==> config.mk <==
export PLATFORM = sky130hd
export DESIGN_NAME = rsh_isqrt
export DESIGN_NICKNAME = d
export VERILOG_FILES = /design/src/hw/rtl/rsh_isqrt.sv
export SDC_FILE = /design/constraint.sdc
export NUM_CORES = 1
export LEC_CHECK = 0
export BUFFER_PORTS_ARGS = -buffer_cell sky130_fd_sc_hd__buf_4
export CORE_MARGIN = 4
export CORE_UTILIZATION = 42
export DETAILED_ROUTE_END_ITERATION = 10
export PLACE_DENSITY = 0.63
export SYNTH_ARGS = -nofsm -noshare
export SYNTH_HDL_FRONTEND = slang
export SYNTH_SLANG_ARGS = --single-unit
==> constraint.sdc <==
create_clock -name clk_i -period 3.6 [get_ports clk_i]
set_clock_uncertainty 0.05 [all_clocks]
set_input_delay 0.54 -clock clk_i [delete_from_list [all_inputs] [get_ports clk_i]]
set_output_delay 0.54 -clock clk_i [all_outputs]
set_load 0.01 [all_outputs]
==> src/hw/rtl/rsh_isqrt.sv <==
// Pipelined integer square root, one result bit per stage (W stages).
// Carries a side tag alongside the root. No package dependency.
module rsh_isqrt #(
  parameter int W  = 16,
  parameter int TW = 1
) (
  input  logic           clk_i,
  input  logic           en_i,
  input  logic [2*W-1:0] val_i,
  input  logic [TW-1:0]  tag_i,
  output logic [W-1:0]   root_o,
  output logic [TW-1:0]  tag_o
);

  logic [2*W-1:0] v_s   [W];
  logic [2*W-1:0] r_s   [W];
  logic [TW-1:0]  tag_s [W];

  for (genvar k = 0; k < W; k++) begin : g_stage
    localparam logic [2*W-1:0] Bit = {{(2*W-1){1'b0}}, 1'b1} << (2 * (W - 1 - k));
    logic [2*W-1:0] v_in, r_in, v_q, r_q;
    logic [TW-1:0]  tag_in, tag_q;
    logic [2*W:0]   trial;

    if (k == 0) begin : g_first
      assign v_in   = val_i;
      assign r_in   = '0;
      assign tag_in = tag_i;
    end else begin : g_next
      assign v_in   = v_s[k-1];
      assign r_in   = r_s[k-1];
      assign tag_in = tag_s[k-1];
    end

    assign trial = {1'b0, r_in} + {1'b0, Bit};

    always_ff @(posedge clk_i) begin
      if (en_i) begin
        tag_q <= tag_in;
        if ({1'b0, v_in} >= trial) begin
          v_q <= v_in - trial[2*W-1:0];
          r_q <= (r_in >> 1) + Bit;
        end else begin
          v_q <= v_in;
          r_q <= r_in >> 1;
        end
      end
    end

    assign v_s[k]   = v_q;
    assign r_s[k]   = r_q;
    assign tag_s[k] = tag_q;
  end

  assign root_o = r_s[W-1][W-1:0];
  assign tag_o  = tag_s[W-1];

endmodule

==> impl_metrics.csv <==
group,metric,value,unit
finish,seq_area,19000,sq um
critical_path,rrSetupSlack,290,ps
global_route,grt_pass1_vias,18400,
status,status,"finished, final reports clean",
placement,place_congestion,0.907,
critical_path,path_max_fanout,13,
critical_path,crit_cells,8,
clock_tree,cts_resized,0,
timing,setup_tns,0,ps
pwr,power.density,589,nW/um^2
clock_tree,path_clk_slew,60,ps
pwr,cellLeakagePower,12.5,nW
timing,max_freq,302,MHz
clock_tree,ctsHoldBuffers,0,
pwr,p_clk_share,34.5,%
pwr,p_sw_share,27.1,%
timing,final-hold-violation-count,0,
timing,rsz0062_at_grt,"no",
critical_path,cpMostUsedCell,"nor4b_1",
finish,n_antenna_cell,0,
clock_tree,clock_path_buffers,3,
pwr,peakVddDrop,432,uV
global_route,grt_max_degree,81,
floorplan,fp-row-count,97,
clock_tree,cts_buffers,70,
pwr,seqPwrFrac,50.1,%
drt,drtIter0Drc,1337,
synthesis,ys_seq_area_share,63.9,%
clock_tree,htreeDepth,3,
clock_tree,clock-sinks,632,
drt,routed_wl,62500,um
synthesis,syn-cell-area,29700,sq um
finish,fillers,6125,
drt,first_pass_iters,7,
global_route,antenna_found_initial,0,
drt,ant_nets,0,
critical_path,cpMaxStageDelayCell,"nor4b_1",
timing,setup_viol,0,
critical_path,cp_cell_sequence,"ha_1 > a21o_1 > nor3_1 > nor4b_1 > nor4b_1 > and2_1 > inv_2 > mux2_2",
drt,vias,18100,
placement,dpl.hpwl,46300,um
critical_path,worst-endpoint-required,3910,ps
clock_tree,cts_root_buf,"clkbuf_16",
drt,viasPerCell,5.32,
global_route,overflow,0,
global_route,grt_pass1_wl,99500,um
placement,place_inst,3285,
critical_path,crit_start,"g_stage[10].v_q[20]$_DFFE_PP_",
critical_path,crit_buf_inv,1,
finish,multi_input_area,9890,sq um
synthesis,synthFlopType,"edfxtp_1",
timing,drv_slew,0,
hold_path,hold_path.class,"input port to flip-flop",
timing,slew_headroom,46.0,%
critical_path,crit_end,"g_stage[11].v_q[12]$_DFFE_PP_",
clock_tree,clock_latency,620,ps
timing,worstMarginPinSlew,802,ps
synthesis,syn_inst,2293,
synthesis,syn-num-nets,2478,
finish,area_growth_syn_to_layout,13.4,%
clock_tree,post-cts-setup-buffer-count,0,
finish,drive_gt1_share,8.99,%
placement,io_buffers,51,
clock_tree,cts_tree,"done",
critical_path,crit_family,"simple AND/OR/NAND/NOR gates",
floorplan,ios,52,
timing,fin_crit_sh,91.9,%
critical_path,reg2regPathDepth,8,
drt,drc,0,
pwr,power.switching,0.00539,W
critical_path,end_kind,"flip-flop",
pwr,power_frac_comb,15.4,%
pwr,cellInternalPower,0.0145,W
critical_path,slowest_delay,490,ps
critical_path,worst_setup_path_start_kind,"flip-flop",
synthesis,synth_edf_count,632,
synthesis,yosysWarningCount,0,
synthesis,async_flop_share,0,%
finish,final_cells,3409,
critical_path,r2r-end,"g_stage[11].v_q[12]$_DFFE_PP_",
floorplan,core_region_area,70000,sq um
critical_path,critPathArrivalTime,3620,ps
floorplan,fp.dieH,274,um
floorplan,die_w,274,um
floorplan,start_util,42.4,%
finish,nets,2602,
timing,min_period,3310,ps
synthesis,yosysUniqueCellTypes,79,
drt,avgRoutedWirePerCell,18.3,um
synthesis,synth_seq_cells,632,
floorplan,fp.dieArea,75100,sq um
flow_run,maxCapViolCount,0,
critical_path,path_class,"flip-flop to flip-flop",
critical_path,timing.rr.start,"g_stage[10].v_q[20]$_DFFE_PP_",
synthesis,syn-mean-instance-area,13.0,sq um
global_route,grtUsageTotal,16.7,%
==> Yosys cell counts, types with 5 or more instances <==
library cell,n,area [sq um]
edfxtp_1,632,19000
inv_1,181,679
nand2_1,169,634
ha_1,150,1880
o21ai_0,129,646
nor2_1,123,462
a21oi_1,102,510
xor2_1,102,893
xnor2_1,90,788
nor4_1,82,513
nor3_1,65,325
nand3_1,40,200
nand2b_1,32,200
nand4_1,30,188
or3_1,26,163
a21o_1,22,165
nor2b_1,20,125
o21a_1,20,150
or4_1,19,143
o211ai_1,16,120
o31ai_1,16,120
a211oi_1,15,113
clkbuf_1,14,52.6
mux2_2,13,146
and2_1,12,75.1
buf_2,12,60.1
a21boi_0,11,82.6
and3_1,10,62.6
o21ai_1,9,45.0
a31oi_1,8,50.1
mux2i_1,8,80.1
nand4b_1,8,70.1
nor4b_1,7,61.3
o21bai_1,7,52.6
mux2_1,6,67.6
o2111ai_1,6,52.6
nand3b_1,5,37.5
o31a_1,5,43.8
==> routing by layer <==
layer  wire (um)  share of wire (%)  vias up  global-route usage [%]
li1            -                  -     8822                       -
met4        1960                3.1        0                    5.78
met2       32500                 52      377                    30.5
met3        2090                3.3      121                    2.70
met5           0                  0        -                       0
met1       25900                 41     8821                    19.9
==> kinds of logic (layout without fill, tap and decap cells) <==
group / Yosys count / after routing / share of synthesized area [%]
AND/OR/NAND/NOR: 680 / 680 / 12.1
flip-flops: 632 / 632 / 63.9
AO/OA/AOI/OAI: 396 / 396 / 8.25
buffers and inverters: 216 / 392 / 2.82
XOR/XNOR: 192 / 192 / 5.66
adder cells (fa/ha/maj): 150 / 150 / 6.32
multiplexers: 27 / 27 / 0.990
==> power by group through the flow <==
stage	clock network [W]	logic, W	registers [W]
finish	0.00685	0.00306	0.00994
global route	0.00735	0.00343	0.0100
CTS	0.00703	0.00306	0.00995
detailed placement	0	0.00304	0.0101
global placement	0	0.00296	0.0101
floorplan	0	0.00225	0.00978
==> state kept, by name, summed over array words and instances (netlist names) <==
| register | cells |
|---|---|
| g_stage.v_q | 448 |
| g_stage.r_q | 126 |
| g_stage.v_in | 32 |
| g_stage.tag_q | 14 |
| g_stage.r_in | 10 |
| g_stage.tag_in | 1 |
| tag_o | 1 |
==> through the flow <==
stage	hold slack [ps]	power (W)	setup slack [ps]	util (%)	cell area (sq um)
floorplan	350	0.0120	809	-	29700
global placement	352	0.0130	555	44.9	31500
detailed placement	355	0.0131	322	44.9	31500
CTS	8.41	0.0200	310	48.1	33700
global route	12.6	0.0208	64.1	48.1	33700
finish	52.3	0.0199	290	48.1	33700
==> worst min-delay path by stage <==
stage                                          start                           end  slack (ps)  depth (start not counted)
after floorplan           g_stage[8].tag_q$_DFFE_PP_  g_stage[10].tag_in$_DFFE_PP_         350                          0
after global placement    g_stage[1].tag_q$_DFFE_PP_    g_stage[2].tag_q$_DFFE_PP_         350                          0
after detailed placement  g_stage[2].tag_q$_DFFE_PP_    g_stage[3].tag_q$_DFFE_PP_         360                          0
after CTS                                   val_i[0]   g_stage[0].v_q[0]$_DFFE_PP_           8                          1
after global routing                           tag_i    g_stage[0].tag_q$_DFFE_PP_          10                          1
final                                       val_i[0]   g_stage[0].v_q[0]$_DFFE_PP_          50                          1
==> cell type report <==
type                    instances  area share (%)
well taps                     940            3.49
repair buffers                 84            2.19
inverters                     184            2.05
clock inverters                42            1.25
clock buffers                  82            5.33
multi-input cells            1445            29.4
flip-flops and latches        632            56.3
==> layout by cell type, fill, tap and decap left out, drive strengths merged, types with 19 or more instances in the layout <==
master	instances
edfxtp	632
inv	185
nand2	169
ha	150
o21ai	138
nor2	124
a21oi	103
xor2	102
xnor2	90
nor4	85
buf	84
clkbuf	82
nor3	65
nand3	41
clkinv	34
nand2b	32
nand4	30
or3	29
a21o	22
o21a	20
nor2b	20
or4	20
mux2	19
==> worst reg2reg max path, stage by stage, from the launching register on <==
cell	delay, ps
edfxtp_1	410
ha_1	410
a21o_1	240
nor3_1	180
nor4b_1	370
nor4b_1	490
and2_1	490
inv_2	130
mux2_2	300
No activity file was read; power rests on OpenSTA's default activity.
