===== src/hw/rtl/rsh_div.sv =====
// Pipelined restoring divide of |dy| by the length, F+1 quotient bits.
// Gives |uy| in Q.F, its sign, and a zero-length flag.
module rsh_div #(
  parameter int W = 16,
  parameter int F = 12
) (
  input  logic         clk_i,
  input  logic         en_i,
  input  logic [W-1:0] len_i,
  input  logic [W-1:0] mag_i,
  input  logic         neg_i,
  output logic [F:0]   uy_mag_o,
  output logic         neg_o,
  output logic         zero_o
);

  localparam int N = F + 1;

  logic [W:0]   rem_s  [N];
  logic [F:0]   quo_s  [N];
  logic [W-1:0] len_s  [N];
  logic         neg_s  [N];
  logic         zero_s [N];

  for (genvar k = 0; k < N; k++) begin : g_stage
    logic [W:0]   rem_in, rem_q, rem_sub;
    logic [F:0]   quo_in, quo_q;
    logic [W-1:0] len_in, len_q;
    logic         neg_in, neg_q, zero_in, zero_q, ge;

    if (k == 0) begin : g_first
      assign rem_in  = {1'b0, mag_i};
      assign quo_in  = '0;
      assign len_in  = len_i;
      assign neg_in  = neg_i;
      assign zero_in = (len_i == '0);
    end else begin : g_next
      assign rem_in  = rem_s[k-1];
      assign quo_in  = quo_s[k-1];
      assign len_in  = len_s[k-1];
      assign neg_in  = neg_s[k-1];
      assign zero_in = zero_s[k-1];
    end

    assign ge      = (rem_in >= {1'b0, len_in});
    assign rem_sub = ge ? (rem_in - {1'b0, len_in}) : rem_in;

    always_ff @(posedge clk_i) begin
      if (en_i) begin
        rem_q  <= rem_sub << 1;
        quo_q  <= {quo_in[F-1:0], ge};
        len_q  <= len_in;
        neg_q  <= neg_in;
        zero_q <= zero_in;
      end
    end

    assign rem_s[k]  = rem_q;
    assign quo_s[k]  = quo_q;
    assign len_s[k]  = len_q;
    assign neg_s[k]  = neg_q;
    assign zero_s[k] = zero_q;
  end

  assign uy_mag_o = quo_s[N-1];
  assign neg_o    = neg_s[N-1];
  assign zero_o   = zero_s[N-1];

endmodule


===== config.mk =====
export PLATFORM = sky130hd
export DESIGN_NAME = rsh_div
export DESIGN_NICKNAME = d
export VERILOG_FILES = /design/src/hw/rtl/rsh_div.sv
export SDC_FILE = /design/constraint.sdc
export NUM_CORES = 1
export LEC_CHECK = 0
export ABC_CLOCK_PERIOD_IN_PS = 3100
export BUFFER_PORTS_ARGS = -buffer_cell sky130_fd_sc_hd__clkbuf_2
export CORE_ASPECT_RATIO = 0.75
export CORE_MARGIN = 8
export CORE_UTILIZATION = 25
export CTS_BUF_LIST = sky130_fd_sc_hd__clkbuf_4
export CTS_CLUSTER_DIAMETER = 200
export DETAILED_ROUTE_END_ITERATION = 10
export SYNTH_ARGS = -nofsm -noshare
export SYNTH_HDL_FRONTEND = slang
export SYNTH_SLANG_ARGS = --single-unit
export TNS_END_PERCENT = 10

===== constraint.sdc =====
create_clock -name clk_i -period 3.1 [get_ports clk_i]
set_input_delay 0.155 -clock clk_i [delete_from_list [all_inputs] [get_ports clk_i]]
set_output_delay 0.155 -clock clk_i [all_outputs]
set_load 0.01 [all_outputs]

==> run metrics, run 1 <==
fin crit period 3.14 ns; die area 0.119 sq mm; Iteration-0 DRC Markers 849; port bufs 49; clk buf depth 3; R2R cell count 10; Seq/Total Area, Yosys 55.4%; Area growth syn-to-layout 18.1%; # IOs 50; cell mode on critical path dlygate4sd3_1; commonest non-fill, non-tap cell in the layout edfxtp_1; Max Slew Vio Count 0; Levels on crit path 14; max incr delay on CP 0.55 ns; Fin Setup TNS -0.0427 ns; mean routed wirelength per cell 12.9 microns; largest net degree at the start of global routing 74; synthesized area 0.0271 sq mm; layout cells sized above 1 16.4%; Seq cells post-synth 501; gr busiest metal met2; met2 Usage GRT 14.6%; Lkg Pwr 0.0128 uW; final core occ 29.8%; CP arrival 3.88 ns; startpoint types input pin; Antenna Nets Post-Route 0; met3 usage 2.10%; Relative slew margins 53.5%; Crit-path slowest cell dlygate4sd3_1; RSZ-0062 raised after global routing true; Post-synth EDFFs 501; total wire length 52200 microns; GP Congestion 0.837; failing checks setup timing; initial antenna violation count 2; Power Dens Cells 893 mW/mm^2; required time worst endpoint 3.84 ns; Setup WS post-layout -0.0427 ns; clock-pin slew on the worst setup and hold paths 0.07 ns; max cap viols 0; Sw Share 34.7%; core area 0.107 sq mm; critical-path maximum fanout 7; Distinct cells, synth 75; Hold Crit Start mag_i[0]; Most used DFF post-synth edfxtp_1; Cells after Synth 2259; Initial Util 25.2%; Vias 17600; total track usage 8.69%; met1 usage 10.7%; Vias/cell 4.34; Max Freq 318 MHz; dpl hpwl 37600 microns; WS Path Type in2reg; dpl ws -0.0207 ns; Tcrit/Tclk final 101%; Residual DRC 0; nets 2789; CTS sink count 501; clk root buf clkbuf_4; Seq pwr share 37.4%; Fin. Hold Viols 0; CTS tree built; H-tree levels 3; Buf/Inv on CP 4; VDD IR max 0.335 mV; GR Overflow Total 0; die height 301 microns; Worst setup EP type flip-flop; total CTS buffers 121; DR pass1 iterations 5; Die W 396 microns; overall power 28600 uW; Pint 18700 uW; worst min path class in2reg; Worst-Margin Slew 0.691 ns; vias in the first global route 17600; Syn Area/Cell 12.0 sq um; Worst Skew 0.0977 ns; Clk Latency, worst-skew pair 0.97 ns; Comb power frac 43.8%; NetSw 9920 uW; Synthesis Warnings 0; # rows 104; end of the worst register-to-register path g_stage[6].rem_q[10]; Clk network pwr share 18.9%; Crit Reg-Reg Startpoint g_stage[5].rem_q[6]; Crit path max-delay family buffers and inverters; Mapped Nets 2513; Final setup viols 1; Worst Hold End g_stage[0].rem_q[1]; FF-to-FF setup slack 0.12 ns; result of the run finished with violations; commonest non-fill, non-tap cells in the layout edfxtp_1, inv_1, ha_1; asr flop ratio synth 0%; Hold Path Depth 5; CP cell instances dlygate4sd3_1 -> clkbuf_2 -> ha_2 -> fa_2 -> nor2b_2 -> o21ai_1 -> a31oi_1 -> o21ai_1 -> a2111o_1 -> a31o_4 -> nand2_1 -> dlygate4sd3_1 -> o21ai_0 -> dlygate4sd3_1; first-pass GRT wire length 86900 microns; Placement Cell Area 0.0296 sq mm; post-route cell area 0.0320 sq mm
## cells by family (layout without fill, tap and decap cells)
family          after synthesis  after routing  share of synthesized area (%)
mux                         111            111                           4.74
compound gates              489            489                           11.6
xor+xnor                    133            133                           4.29
buf+inv                     297            662                           4.27
flops                       501            501                           55.4
simple gates                509            509                           9.19
other cells                   0              4                              0
fa+ha+maj                   219            219                           10.4
## worst max-delay path by stage
stage                                   endpoint                 from  slack [ns]
after floorplan           g_stage[10].rem_in[10]  g_stage[8].len_q[1]        0.28
after global placement      g_stage[3].rem_q[16]  g_stage[2].len_q[1]        0.03
after detailed placement    g_stage[3].rem_q[16]  g_stage[2].len_q[1]       -0.02
after CTS                   g_stage[3].rem_q[13]  g_stage[2].len_q[1]       0.002
after global routing         g_stage[0].rem_q[8]             len_i[0]       -0.05
final                        g_stage[0].rem_q[8]             len_i[0]       -0.04
## cell usage after synthesis, drive strengths merged (7+ instances only)
cell     number  share of area [%]
nand2       139                1.9
o31a          7               0.23
inv         269                3.7
nor4         13               0.30
nand3        27               0.50
mux2         97                4.2
edfxtp      501                 55
o31ai        15               0.42
a21oi       145                2.7
a21o         44                1.2
or2          15               0.35
clkbuf       11               0.15
or3           8               0.18
o311ai        8               0.26
mux2i        14               0.52
nor2        128                1.8
nand4        27               0.62
nor3         40               0.74
a21boi       14               0.39
a211oi       15               0.42
xnor2        92                3.0
nand2b       24               0.55
o211ai       11               0.30
ha          207                9.5
fa           12               0.89
xor2         41                1.3
buf          16               0.38
and2         10               0.23
o41ai         7               0.36
o21ai       121                2.3
nor2b        32               0.74
o21a         23               0.64
a31o          7               0.23
o2111ai       8               0.26
nand4b        7               0.23
and3         16               0.37
a31oi        24               0.58
## repair_timing
action	4_1_cts	5_1_grt
gates resized for setup	1	22
hold buffers	77	0
endpoints found under the hold margin	518	0
endpoints found under the setup margin	2	48
buffers inserted	0	4
pin swaps	0	3
## flip-flops by register name (all words and copies together) (netlist names), 10 cells and up
| name | cells |
|---|---|
| g_stage.len_q | 176 |
| g_stage.rem_q | 176 |
| g_stage.quo_q | 68 |
| g_stage.neg_q | 11 |
| g_stage.zero_q | 11 |
| uy_mag_o | 13 |
| g_stage.quo_in | 10 |
| g_stage.rem_in | 16 |
| g_stage.len_in | 16 |
## through the flow
stage                     hold slack [ns]  cells
final                               0.251   4059
after floorplan                     0.254   2259
after global routing                0.185   4059
after global placement              0.336   3762
after detailed placement            0.336   3762
after CTS                          0.0525   4051
## worst min-delay path: stages
cell           delay [ns]
dlygate4sd3_1        0.54
clkbuf_2             0.11
inv_1                0.05
ha_2                 0.15
a21oi_1              0.06
## power by group through the flow
stage / Sequential, uW / Combinational (uW) / Clock (uW)
2_1_floorplan: 10500 / 9610 / 0
3_3_place_gp: 10900 / 12000 / 0
3_5_place_dp: 10900 / 12200 / 0
4_1_cts: 10700 / 12400 / 5710
5_1_grt: 10900 / 14000 / 6020
6_report: 10700 / 12500 / 5400
## per-layer routing
metal  wire length [microns]  share of wire (%)
met5                       0                  0
met4                    1480                2.8
met3                    2380                4.5
met2                   24100                 46
met1                   24200                 46
## cell type report
type,count,area (sq um)
diodes,4,10.0
clock buffers,164,1230
clock inverters,48,293
fillers,11100,75400
inverters,270,1010
multi-input cells,1461,11000
flip-flops and latches,501,15000
well taps,1431,1790
repair buffers,180,1630
(Power assumes the default switching activity.)
==> run 2: changes to the inputs <==
CELL_PAD_IN_SITES_DETAIL_PLACEMENT = 0   (was unset)
CELL_PAD_IN_SITES_GLOBAL_PLACEMENT = 1   (was unset)
PLACE_DENSITY_LB_ADDON = 0.1   (was unset)
==> run 2 against run 1 <==
  * The flow still finishes with violations (setup timing)
  * Hold slack worse by 0.0072 ns
  * Design area is 4.5% higher
  * Utilization is 1.3 points higher
  * Final cell count is 4.1% higher
  * Via count is 6.2% higher
  * Sequential power hardly changed
==> run metrics, run 2 (same netlist as run 1, synthesis figures left out) <==
result of the run finished with violations; failing checks setup timing; GR Overflow Total 0 (unchanged); Clk Latency, worst-skew pair 1.04 ns (+0.07 ns); Hold Path Depth 2 (-3); Final Hold Slack 0.243 ns (-0.00716 ns); fin crit period 3.17 ns (+0.0310 ns); Sw Share 36.6% (+1.9 points); Antenna Nets Post-Route 0 (unchanged); Placement Cell Area 0.0304 sq mm (+2.8%); port bufs 49 (unchanged); required time worst endpoint 3.86 ns (+0.02 ns); Vias 18700 (+6.2%); Residual DRC 0 (unchanged); Vias/cell 4.43 (+2.0%); Worst setup EP type flip-flop; first-pass GRT wire length 110000 microns (+27%); FF-to-FF setup slack 0.03 ns (-0.09 ns); Area growth syn-to-layout 23.4%; startpoint types input pin; DR pass1 iterations 5 (unchanged); max cap viols 0 (unchanged); # rows 104 (unchanged); commonest non-fill, non-tap cells in the layout edfxtp_1, inv_1, ha_1; Pint 20100 uW (+7.5%); Setup WS post-layout -0.0738 ns (-0.0310 ns); overall power 31700 uW (+11%); total CTS buffers 145 (+20%); critical-path maximum fanout 3 (-4); mean routed wirelength per cell 16.9 microns (+31%); total track usage 11.9% (+3.2 points); final core occ 31.2% (+1.3 points); R2R cell count 11 (+1); clk buf depth 3 (unchanged); Hold Crit Start en_i; Die W 396 microns (unchanged); CTS tree built; layout cells sized above 1 21.9% (+5.4 points); RSZ-0062 raised after global routing true; clock-pin slew on the worst setup and hold paths 0.07 ns (about the same); total wire length 71400 microns (+37%); Comb power frac 46.1% (+2.3 points); GP Congestion 0.801 (-4.4%); initial antenna violation count 2 (unchanged); Fin. Hold Viols 0 (unchanged); Clk network pwr share 19.8% (+0.9 points); Worst-Margin Slew 0.709 ns (+0.0181 ns); NetSw 11600 uW (+17%); Lkg Pwr 0.0136 uW (+6.1%); clk root buf clkbuf_4; Multi-input gate area 0.0112 sq mm (+1.8%); Relative slew margins 52.3% (-1.2 points); Max Slew Vio Count 0 (unchanged); fillers 11000 (-0.29%); Iteration-0 DRC Markers 1229 (+45%); worst min path class in2reg; Reg area 0.0150 sq mm (unchanged); Initial Util 25.2% (unchanged); CP arrival 3.94 ns (+0.06 ns); die area 0.119 sq mm (unchanged); Worst Skew 0.0644 ns (-0.0333 ns); Seq pwr share 34.2% (-3.2 points); VDD IR max 0.310 mV (-7.6%); dpl hpwl 52700 microns (+40%); end of the worst register-to-register path g_stage[4].rem_q[7]; commonest non-fill, non-tap cell in the layout edfxtp_1; Max Freq 315 MHz (-0.98%); Final setup viols 1 (unchanged); core area 0.107 sq mm (unchanged); biggest regs g_stage.len_q x176, g_stage.rem_q x176, g_stage.quo_q x68; # IOs 50 (unchanged); post-route cell area 0.0335 sq mm (+4.5%); Worst Hold End g_stage[8].rem_q[9]; Power Dens Cells 946 mW/mm^2 (+5.9%); CTS sink count 501 (unchanged); WS Path Type in2reg; nets 2930 (+5.1%); vias in the first global route 18300 (+3.8%); Crit Reg-Reg Startpoint g_stage[3].rem_q[8]; Tcrit/Tclk final 102% (+1.0 points); H-tree levels 4 (+1); largest net degree at the start of global routing 72 (-2.7%); die height 301 microns (unchanged)
run 2: cell types whose count changed in the layout (fill, tap and decap cells not counted), sizes merged:
cell         before  now
diode             4    8
clkbuf          212  249
inv             272  274
buf              55  169
clkinvlp          1    4
dlygate4sd3      77   79
clkinv           43   46
run 2: worst max-delay path by stage:
stage	from	endpoint	depth (start not counted)
after floorplan	g_stage[8].len_q[1]	g_stage[10].rem_in[10]	11
after global placement	g_stage[10].rem_in[2]	g_stage[10].rem_q[11]	10
after detailed placement	g_stage[10].rem_in[2]	g_stage[10].rem_q[11]	10
after CTS	g_stage[5].len_q[3]	g_stage[6].rem_q[7]	12
after global routing	g_stage[3].rem_q[8]	g_stage[4].rem_q[7]	11
final	len_i[0]	g_stage[0].rem_q[15]	13
run 2: worst max-delay path, cell delays in order:
cell           delay (ns)
dlygate4sd3_1        0.52
clkbuf_2             0.17
ha_1                 0.21
fa_1                 0.22
nor2b_1              0.06
o21ai_1              0.24
a21oi_1              0.11
o21ai_0              0.45
a21oi_1              0.26
o2111a_1             0.31
or4_1                0.46
a31o_2               0.24
dlygate4sd3_1        0.54
run 2: what timing repair did:
action | in CTS | in global routing
hold buffers | 79 | 0
cloned | 0 | 1
pin swaps | 3 | 9
setup buffers | 4 | 7
endpoints found under the hold margin | 535 | 0
endpoints found under the setup margin | 52 | 108
resized for setup | 9 | 63
run 2: cell type report:
class                           count  area share, %
Clock inverter                     56          0.960
Tap cell                         1431           5.35
Clock buffer                      200           4.48
Antenna cell                        8         0.0598
Multi-Input combinational cell   1461           33.5
Timing Repair Buffer              297           7.66
Sequential cell                   501           44.9
Inverter                          270           3.05
run 2: power groups by stage:
stage	Sequential (uW)	Clock, uW	Combinational (uW)
2_1_floorplan	10500	0	9610
3_3_place_gp	11000	0	13700
3_5_place_dp	11000	0	13700
4_1_cts	10900	6690	14100
5_1_grt	11000	7050	16100
6_report	10800	6260	14600
run 2: through the flow:
step	setup TNS, ns	instances	setup WS [ns]
2_1_floorplan	0	2259	0.277
3_3_place_gp	-0.808	3870	-0.154
3_5_place_dp	-1.07	3870	-0.138
4_1_cts	-0.0440	4209	-0.0358
5_1_grt	-0.495	4224	-0.0536
6_report	-0.0738	4224	-0.0738
run 2: per-layer routing:
| layer | global-route usage, % | wire length [microns] | part of all wire (%) | vias up |
|---|---|---|---|---|
| li1 | - | - | - | 9253 |
| met1 | 19.3 | 40800 | 57 | 8886 |
| met2 | 14.0 | 24300 | 34 | 446 |
| met3 | 3.72 | 4810 | 6.7 | 113 |
| met4 | 3.99 | 1410 | 2.0 | 0 |
| met5 | 0 | 0 | 0 | - |
