===== config.mk =====
export PLATFORM = sky130hd
export DESIGN_NAME = rsh_shade
export DESIGN_NICKNAME = d
export VERILOG_FILES = /design/src/hw/rtl/rsh_pkg.sv /design/src/hw/rtl/rsh_shade.sv
export SDC_FILE = /design/constraint.sdc
export NUM_CORES = 1
export LEC_CHECK = 0
export BUFFER_PORTS_ARGS = -buffer_cell sky130_fd_sc_hd__buf_2
export CAP_MARGIN = 20
export CORE_MARGIN = 5
export CORE_UTILIZATION = 25
export DETAILED_ROUTE_END_ITERATION = 8
export PLACE_DENSITY = 0.42
export RECOVER_POWER = 100
export SYNTH_ARGS = -nofsm -noshare
export SYNTH_HDL_FRONTEND = slang
export SYNTH_SLANG_ARGS = --single-unit

===== constraint.sdc =====
create_clock -name clk_i -period 32.5 [get_ports clk_i]
set_input_delay 6.5 -clock clk_i [delete_from_list [all_inputs] [get_ports clk_i]]
set_output_delay 6.5 -clock clk_i [all_outputs]
set_load 0.02 [all_outputs]

===== src/hw/rtl/rsh_pkg.sv =====
// Shared types and constants for the ray/sphere hit shader.
// Used by rsh_shade, the top level and the bench; no dependencies.
package rsh_pkg;

  localparam int WordWidth = 16;
  localparam int FracBits  = 12;

  // Shading constants: 255.99 scaled by 100, and reciprocals for /100 and /1000.
  localparam logic [14:0] ColorScale  = 15'd25599;
  localparam logic [14:0] RecipHundred = 15'd20972;   // ceil(2^21 / 100)
  localparam int          RecipHundredShift = 21;
  localparam logic [18:0] RecipThousand = 19'd268436; // ceil(2^28 / 1000)
  localparam int          RecipThousandShift = 28;

  typedef enum logic [1:0] {
    CfgCenterX = 2'd0,
    CfgCenterY = 2'd1,
    CfgCenterZ = 2'd2,
    CfgRadius  = 2'd3
  } cfg_reg_e;

  typedef struct packed {
    logic signed [WordWidth-1:0] origin_x;
    logic signed [WordWidth-1:0] origin_y;
    logic signed [WordWidth-1:0] origin_z;
    logic signed [WordWidth-1:0] direction_x;
    logic signed [WordWidth-1:0] direction_y;
    logic signed [WordWidth-1:0] direction_z;
  } ray_t;

  typedef struct packed {
    logic [7:0] red;
    logic [7:0] green;
    logic [7:0] blue;
    logic       sphere_hit;
  } color_t;

endpackage


===== src/hw/rtl/rsh_shade.sv =====
// Three-stage sky blend and quantizer; selects red on a hit.
// Depends on rsh_pkg for scale and reciprocal constants and color_t.
module rsh_shade #(
  parameter int F = 12
) (
  input  logic            clk_i,
  input  logic            en_i,
  input  logic [F:0]      uy_mag_i,
  input  logic            neg_i,
  input  logic            zero_i,
  input  logic            hit_i,
  output rsh_pkg::color_t color_o
);
  import rsh_pkg::*;

  localparam logic [F+1:0] One  = {{1'b0, 1'b1}, {F{1'b0}}};
  localparam logic [F+1:0] Two  = {1'b1, {(F+1){1'b0}}};
  localparam logic [F+3:0] Ten  = (F+4)'(10) << F;

  logic [F+1:0]  mag_eff, t_sum, t_val, x1;
  logic [F+3:0]  x2;
  logic [F+16:0] n1_q;
  logic [F+18:0] n2_q;
  logic          hit_a_q, hit_b_q;
  logic [30:0]   p1_q;
  logic [37:0]   p2_q;
  color_t        color_q;

  assign mag_eff = zero_i ? '0 : {1'b0, uy_mag_i};
  assign t_sum   = neg_i ? (One - mag_eff) : (One + mag_eff);
  assign t_val   = t_sum >> 1;
  assign x1      = Two - t_val;
  assign x2      = Ten - ((F+4)'(t_val) + ((F+4)'(t_val) << 1));

  always_ff @(posedge clk_i) begin
    if (en_i) begin
      n1_q    <= (F+17)'(x1) * (F+17)'(ColorScale);
      n2_q    <= (F+19)'(x2) * (F+19)'(ColorScale);
      hit_a_q <= hit_i;

      p1_q    <= 31'(n1_q[F+16:F+1]) * 31'(RecipHundred);
      p2_q    <= 38'(n2_q[F+18:F]) * 38'(RecipThousand);
      hit_b_q <= hit_a_q;

      if (hit_b_q) begin
        color_q.red   <= 8'hFF;
        color_q.green <= 8'h00;
        color_q.blue  <= 8'h00;
      end else begin
        color_q.red   <= p1_q[RecipHundredShift+7:RecipHundredShift];
        color_q.green <= p2_q[RecipThousandShift+7:RecipThousandShift];
        color_q.blue  <= 8'hFF;
      end
      color_q.sphere_hit <= hit_b_q;
    end
  end

  assign color_o = color_q;

endmodule


==> reports/metrics.cfg, run 1 <==
[worst_setup_path]
crit_path_start_kind = input port
slowest_delay_ns = 0.63
crit_top_cell = fa_1
required_ns = 32.58
r2r_cells = 18
cp_data_arrival_time_ns = 17.59
r2r_slack_ns = 26.58
worstSetupEndpointType = flip-flop
slowest_stage = fa_1
crit_type = in2reg
r2r-end = p2_q[35]
r2r_start = n2_q[16]
crit_path_max_fanout = 23

[timing]
setup_viol = 0
finalCriticalPeriod_ns = 17.51
period_share = 0.539
rsz0062_at_grt = false
max_freq_ghz = 0.0571
maxSlewHeadroom = -1.55
tns_ns = 0
tightest_slew_ns = 3.83
finClkSkew_ns = 0.00481
hold_viol = 0
slew_viol_final = 72

[drt]
postRouteAntennaNets = 0
vias = 12200
drt-initial-drc-count = 360
routed_wl_um = 39700
vias_per_cell = 4.08
first_pass_iters = 4
wl_per_cell_um = 13.3
drcViolationCount = 0

[yosys]
synth_top_family_by_area = adder cells
synth_simple_gate_area_share = 0.0616
synth_edf_count = 71
synth_area_leader_cell = ha_1
async_reset_ff_frac = 0
yosysWarnings = 0
yosys-top-cells-area = ha_1 31%, fa_1 30%, edfxtp_1 11%
muxShareOfSynthArea = 0.000512
synth-compound-area-share = 0.0698
synth_top_cell_area_share = 0.314
avgSynthCellArea_um2 = 10.3
synth_seq_cells = 71
synth_area_um2 = 19500
yosysSeqAreaShare = 0.109
ys.flop_type = edfxtp_1
synth_cell_type_count = 79
synth-xor-area-share = 0.0427
syn_nets = 2700
synth_fa_ha_area_frac = 0.611
syn_inst = 1902

[hold_path]
hold_depth = 0
hold_path_class = reg2reg
hold_path_end = hit_b_q
worstHoldStart = hit_a_q

[global_routing]
grt_pass1_vias = 13400
grt_overflow = 0
grtUsageTotal = 0.101
antenna_found_initial = 0
grt_max_degree = 72
grt_first_pass_wirelength_um = 69200

[floorplanning]
rows = 102
fp.dieW_um = 290
io_pins = 43
dieArea_um2 = 83900
start_util = 0.252
core_um2 = 77500
die_y_um = 290

[final_layout]
fillers = 8196
drive_gt1_frac = 0.0339
num_antenna_cells = 0
design.final.nets = 2739
syn_to_final_growth_pct = 8.19

[cts]
cts_resized = 0
ctsHoldBuffers = 0
post_cts_buffers = 0
clkTransAtPathRegs_ns = 0.06
clock_path_buffers = 2
clkLatencyLatePin_ns = 0.34
cts_tree = yes
cts_max_level = 3
root_buffer = clkbuf_16
clock_sinks = 71
cts-buffers-inserted = 9

[status]
failed_checks = capacitance limit, slew limit
status = finished, violations left

[flow_run]
cap_violations = 1

[placed_design]
dp_hpwl_um = 36000
io_buffers = 42
routabilityCongestion = 0.796

kinds of logic (layout without fill, tap and decap cells):
logic type / Yosys count / in the layout
xor+xnor: 92 / 92
buf+inv: 535 / 579
mux: 1 / 1
flops: 71 / 71
compound gates: 191 / 191
fa+ha+maj: 780 / 780
simple gates: 232 / 232
state kept, by name (all words and copies together), names as in the netlist:
signal   count
p2_q         8
hit_a_q      1
hit_b_q      1
n1_q        16
color_o     18
p1_q         8
n2_q        19
metal layers:
metal,track usage,part of all wire,vias up
li1,-,-,6210
met1,0.151,0.53,5840
met2,0.160,0.44,102
met3,0.0102,0.022,20
met4,0.0160,0.010,0
met5,0,0,-
worst max-delay path by stage:
stage | from | endpoint | cells after the start
CTS | zero_i | n2_q[30] | 39
finish | zero_i | n2_q[30] | 35
detailed placement | zero_i | n2_q[30] | 39
floorplan | zero_i | n2_q[30] | 39
global route | zero_i | n2_q[30] | 35
global placement | zero_i | n2_q[30] | 39
cells in the mapped netlist, drive strengths merged (3+ instances only):
library cell	instances
nor2	64
nor2b	21
and2	5
xnor2	65
a21o	28
nand2b	7
and4	3
o21bai	3
inv	520
a2111oi	3
o211ai	3
o2111ai	3
nand3	20
a211oi	14
a211o	3
o21a	17
fa	290
o31ai	6
a31oi	6
ha	490
nor4	3
xor2	26
nand4	9
or3	9
nor3	23
a221oi	3
a21boi	3
o311a	4
buf	10
a21oi	48
nand2	34
o41ai	3
or2	16
and3	8
edfxtp	71
clkbuf	5
o21ai	31
worst max-delay path: cells and delay by family:
family                     cells  cell delay (ns)
and+or+nand+nor                4             0.40
xor gates and xnor gates       2             0.47
adders and majority gates     10             4.38
AOI/OAI and AO/OA             13             4.20
buffers and inverters          6             1.62
final cells by class:
type,count,area (um2),share of cell area
clock buffers,10,229,0.0108
repair buffers,43,184,0.00870
well taps,1040,1300,0.0615
flip-flops and latches,71,2130,0.101
multi-input cells,1296,15300,0.724
clock inverters,6,37.5,0.00178
inverters,520,1950,0.0923
cell usage in the layout (no fill, tap or decap), drive strengths merged, types with 16 or more instances in the layout:
| cell type | synthesis | layout |
|---|---|---|
| buf | 10 | 16 |
| xnor2 | 65 | 65 |
| ha | 490 | 490 |
| o21a | 17 | 17 |
| nor2b | 21 | 21 |
| nand2 | 34 | 34 |
| o21ai | 31 | 31 |
| fa | 290 | 290 |
| a21oi | 48 | 48 |
| xor2 | 26 | 26 |
| edfxtp | 71 | 71 |
| nand3 | 20 | 20 |
| or2 | 16 | 16 |
| nor2 | 64 | 64 |
| a21o | 28 | 28 |
| nor3 | 23 | 23 |
| inv | 520 | 520 |
| clkbuf | 5 | 37 |
per-stage QoR:
step	instance area, um2	setup WS, ns	utilization	std cells	hold WS (ns)
after floorplan	19500	16.84	-	1902	0.400
after global placement	21000	15.52	0.270	2970	0.406
after detailed placement	21000	15.27	0.270	2970	0.405
after CTS	21200	15.61	0.274	2986	0.433
after global routing	21100	13.92	0.273	2986	0.445
final	21100	14.99	0.273	2986	0.426
Power of run 1 is not shown: default switching activity piles up to over one toggle a cycle in this logic, so the estimate is an artifact.
==> run 2, diff against run 1 <==
--- a/config.mk
+++ b/config.mk
@@ -5,12 +5,13 @@
 export SDC_FILE = /design/constraint.sdc
 export NUM_CORES = 1
 export LEC_CHECK = 0
+export ABC_AREA = 1
 export BUFFER_PORTS_ARGS = -buffer_cell sky130_fd_sc_hd__buf_2
 export CAP_MARGIN = 20
 export CORE_MARGIN = 5
 export CORE_UTILIZATION = 25
 export DETAILED_ROUTE_END_ITERATION = 8
-export PLACE_DENSITY = 0.42
+export PLACE_DENSITY = 0.43
 export RECOVER_POWER = 100
 export SYNTH_ARGS = -nofsm -noshare
 export SYNTH_HDL_FRONTEND = slang
==> constraint.sdc (replaced) <==
create_clock -name clk_i -period 15.15 [get_ports clk_i]
set_input_delay 3.03 -clock clk_i [delete_from_list [all_inputs] [get_ports clk_i]]
set_output_delay 3.03 -clock clk_i [all_outputs]
set_load 0.02 [all_outputs]
==> reports/metrics.cfg, run 2 <==
[placed_design]
dp_hpwl_um = 42500  ; +18%
routabilityCongestion = 0.891  ; +12%
io_buffers = 42  ; unchanged

[yosys]
synth_top_family_by_area = adder cells
synth_edf_count = 71  ; unchanged
synth-xor-area-share = 0.0417  ; -0.00104
ys.flop_type = edfxtp_1
yosysWarnings = 0  ; unchanged
muxShareOfSynthArea = 0  ; -0.000512
yosysMostFrequentCell = inv_1
synth_area_um2 = 20600  ; +5.4%
synth_seq_cells = 71  ; unchanged
synth_cell_type_count = 50  ; -37%
synth_area_leader_cell = ha_1
async_reset_ff_frac = 0  ; unchanged
yosys-top-cells-area = ha_1 30%, fa_1 28%, inv_1 11%
syn_inst = 2234  ; +17%
avgSynthCellArea_um2 = 9.22  ; -10%
syn_nets = 3032  ; +12%
synth-compound-area-share = 0.0678  ; -0.00201
synth_fa_ha_area_frac = 0.579  ; -0.0314
synth_simple_gate_area_share = 0.0925  ; +0.0310
synth_top_cell_area_share = 0.298  ; -0.0162
synth_common_cells = 600 x inv_1, 490 x ha_1, 290 x fa_1
yosysSeqAreaShare = 0.103  ; -0.00562

[drt]
routed_wl_um = 46600  ; +17%
drt-initial-drc-count = 397  ; +10%
drcViolationCount = 0  ; unchanged
first_pass_iters = 5  ; +1
wl_per_cell_um = 13.9  ; +4.6%
vias = 14100  ; +16%
postRouteAntennaNets = 0  ; unchanged
vias_per_cell = 4.20  ; +3.0%

[timing]
max_freq_ghz = 0.0798
period_share = 0.828
tightest_slew_ns = 3.98  ; +0.156 ns
hold_viol = 0  ; unchanged
setup_viol = 0  ; unchanged
finClkSkew_ns = 0.00767  ; +0.00286 ns
maxSlewHeadroom = -1.66  ; -0.104
tns_ns = 0  ; unchanged
rsz0062_at_grt = false
finalCriticalPeriod_ns = 12.54
slew_viol_final = 72  ; unchanged

[floorplanning]
rows = 105  ; +2.9%
core_um2 = 81800  ; +5.7%
die_y_um = 297  ; +2.6%
dieArea_um2 = 88300  ; +5.2%
start_util = 0.252  ; -0.000540
fp.dieW_um = 297  ; +2.6%
io_pins = 43  ; unchanged

[cts]
clkLatencyLatePin_ns = 0.36  ; +0.02 ns
clkTransAtPathRegs_ns = 0.06  ; about the same
post_cts_buffers = 0  ; unchanged
cts-buffers-inserted = 9  ; unchanged
clock_path_buffers = 2  ; unchanged
root_buffer = clkbuf_16
cts_tree = yes
ctsHoldBuffers = 0  ; unchanged
clock_sinks = 71  ; unchanged
cts_max_level = 3  ; unchanged
cts_resized = 0  ; unchanged

[worst_setup_path]
crit_path_start_kind = input port
required_ns = 15.25  ; -17.33 ns
cp-startpoint = zero_i
r2r_start = n2_q[21]
r2r_slack_ns = 10.14  ; -16.44 ns
crit_type = in2reg
slowest_stage = clkbuf_1
worstSetupEndpointType = flip-flop
crit_top_cell = inv_1
slowest_delay_ns = 0.81  ; +0.18 ns
cp_data_arrival_time_ns = 12.63  ; -4.96 ns
crit_path_max_fanout = 15  ; -35%

[global_routing]
antenna_found_initial = 0  ; unchanged
grt_first_pass_wirelength_um = 78200  ; +13%
grt_overflow = 0  ; unchanged
grtUsageTotal = 0.108  ; +0.00698
grt_pass1_vias = 15200  ; +14%
grt_max_degree = 72  ; unchanged

[flow_run]
cap_violations = 1  ; unchanged

[hold_path]
worstHoldStart = hit_a_q
hold_path_class = reg2reg

[final_layout]
syn_to_final_growth_pct = 8.45
drive_gt1_frac = 0.0390  ; +0.00507
design.final.nets = 3077  ; +12%
regMostFlops = n2_q
final_common_cell = inv_1
final_cell_mix = 601 x inv_1, 490 x ha_1, 290 x fa_1
largest_register_ffs = 19  ; unchanged
num_antenna_cells = 0  ; unchanged

[status]
status = finished, violations left
failed_checks = capacitance limit, slew limit

[run 2: cell count changes in the layout (fill, tap and decap cells not counted), sizes merged, moves of 12 or more]
cell    change
a211oi     -12
a21o       -21
a21oi      +82
inv        +93
nand2     +194
nand3      +22
nor2       +34
nor2b      -21
o21a       -15
o21ai      +34
xnor2      -40
xor2       +41
[run 2: path summary, 6_finish.rpt]
path / end / cells after the start
min: hit_b_q / 0
min reg2reg: hit_b_q / 0
max reg2reg: p2_q[33] / 16
max: n2_q[25] / 39
[run 2: metal layers]
layer / vias to the layer above / share of wire / global-route usage / routed length (um)
met5: - / 0 / 0 / 0
met4: 0 / 0.0090 / 0.0208 / 419
met3: 18 / 0.021 / 0.0115 / 966
met2: 102 / 0.46 / 0.176 / 21500
met1: 6815 / 0.51 / 0.155 / 23800
li1: 7145 / - / - / -
[run 2: area by class of cell]
class | count | area [um2]
Fill cell | 8734 | 59500
Inverter | 613 | 2300
Timing Repair Buffer | 44 | 184
Sequential cell | 71 | 2130
Clock buffer | 9 | 225
Tap cell | 1070 | 1340
Multi-Input combinational cell | 1540 | 16100
Clock inverter | 6 | 76.3
[run 2: cells by family (layout without fill, tap and decap cells)]
family                   count (synthesis)  in the layout
AND/OR/NAND/NOR                        419            419
flip-flops                              71             71
adder cells (fa/ha/maj)                780            780
XOR/XNOR                                92             92
buffers and inverters                  623            672
AO/OA/AOI/OAI                          249            249
[run 2: stage by stage]
step	utilization	area [um2]	instances	setup WS (ns)	hold slack (ns)
2_1_floorplan	-	20600	2234	3.84	0.400
3_3_place_gp	0.270	22100	3337	3.33	0.423
3_5_place_dp	0.270	22100	3337	3.09	0.414
4_1_cts	0.274	22400	3352	3.47	0.447
5_1_grt	0.273	22300	3353	1.56	0.459
6_report	0.273	22300	3353	2.61	0.438
[run 2: critical path, delay by kind of cell]
| family | cells | cell delay, ns |
|---|---|---|
| AOI/OAI and AO/OA | 9 | 1.93 |
| buffers and inverters | 11 | 2.06 |
| adders and majority gates | 10 | 4.50 |
| and+or+nand+nor | 8 | 0.93 |
| xor gates and xnor gates | 1 | 0.18 |
Power of run 2 is left out for the same reason.
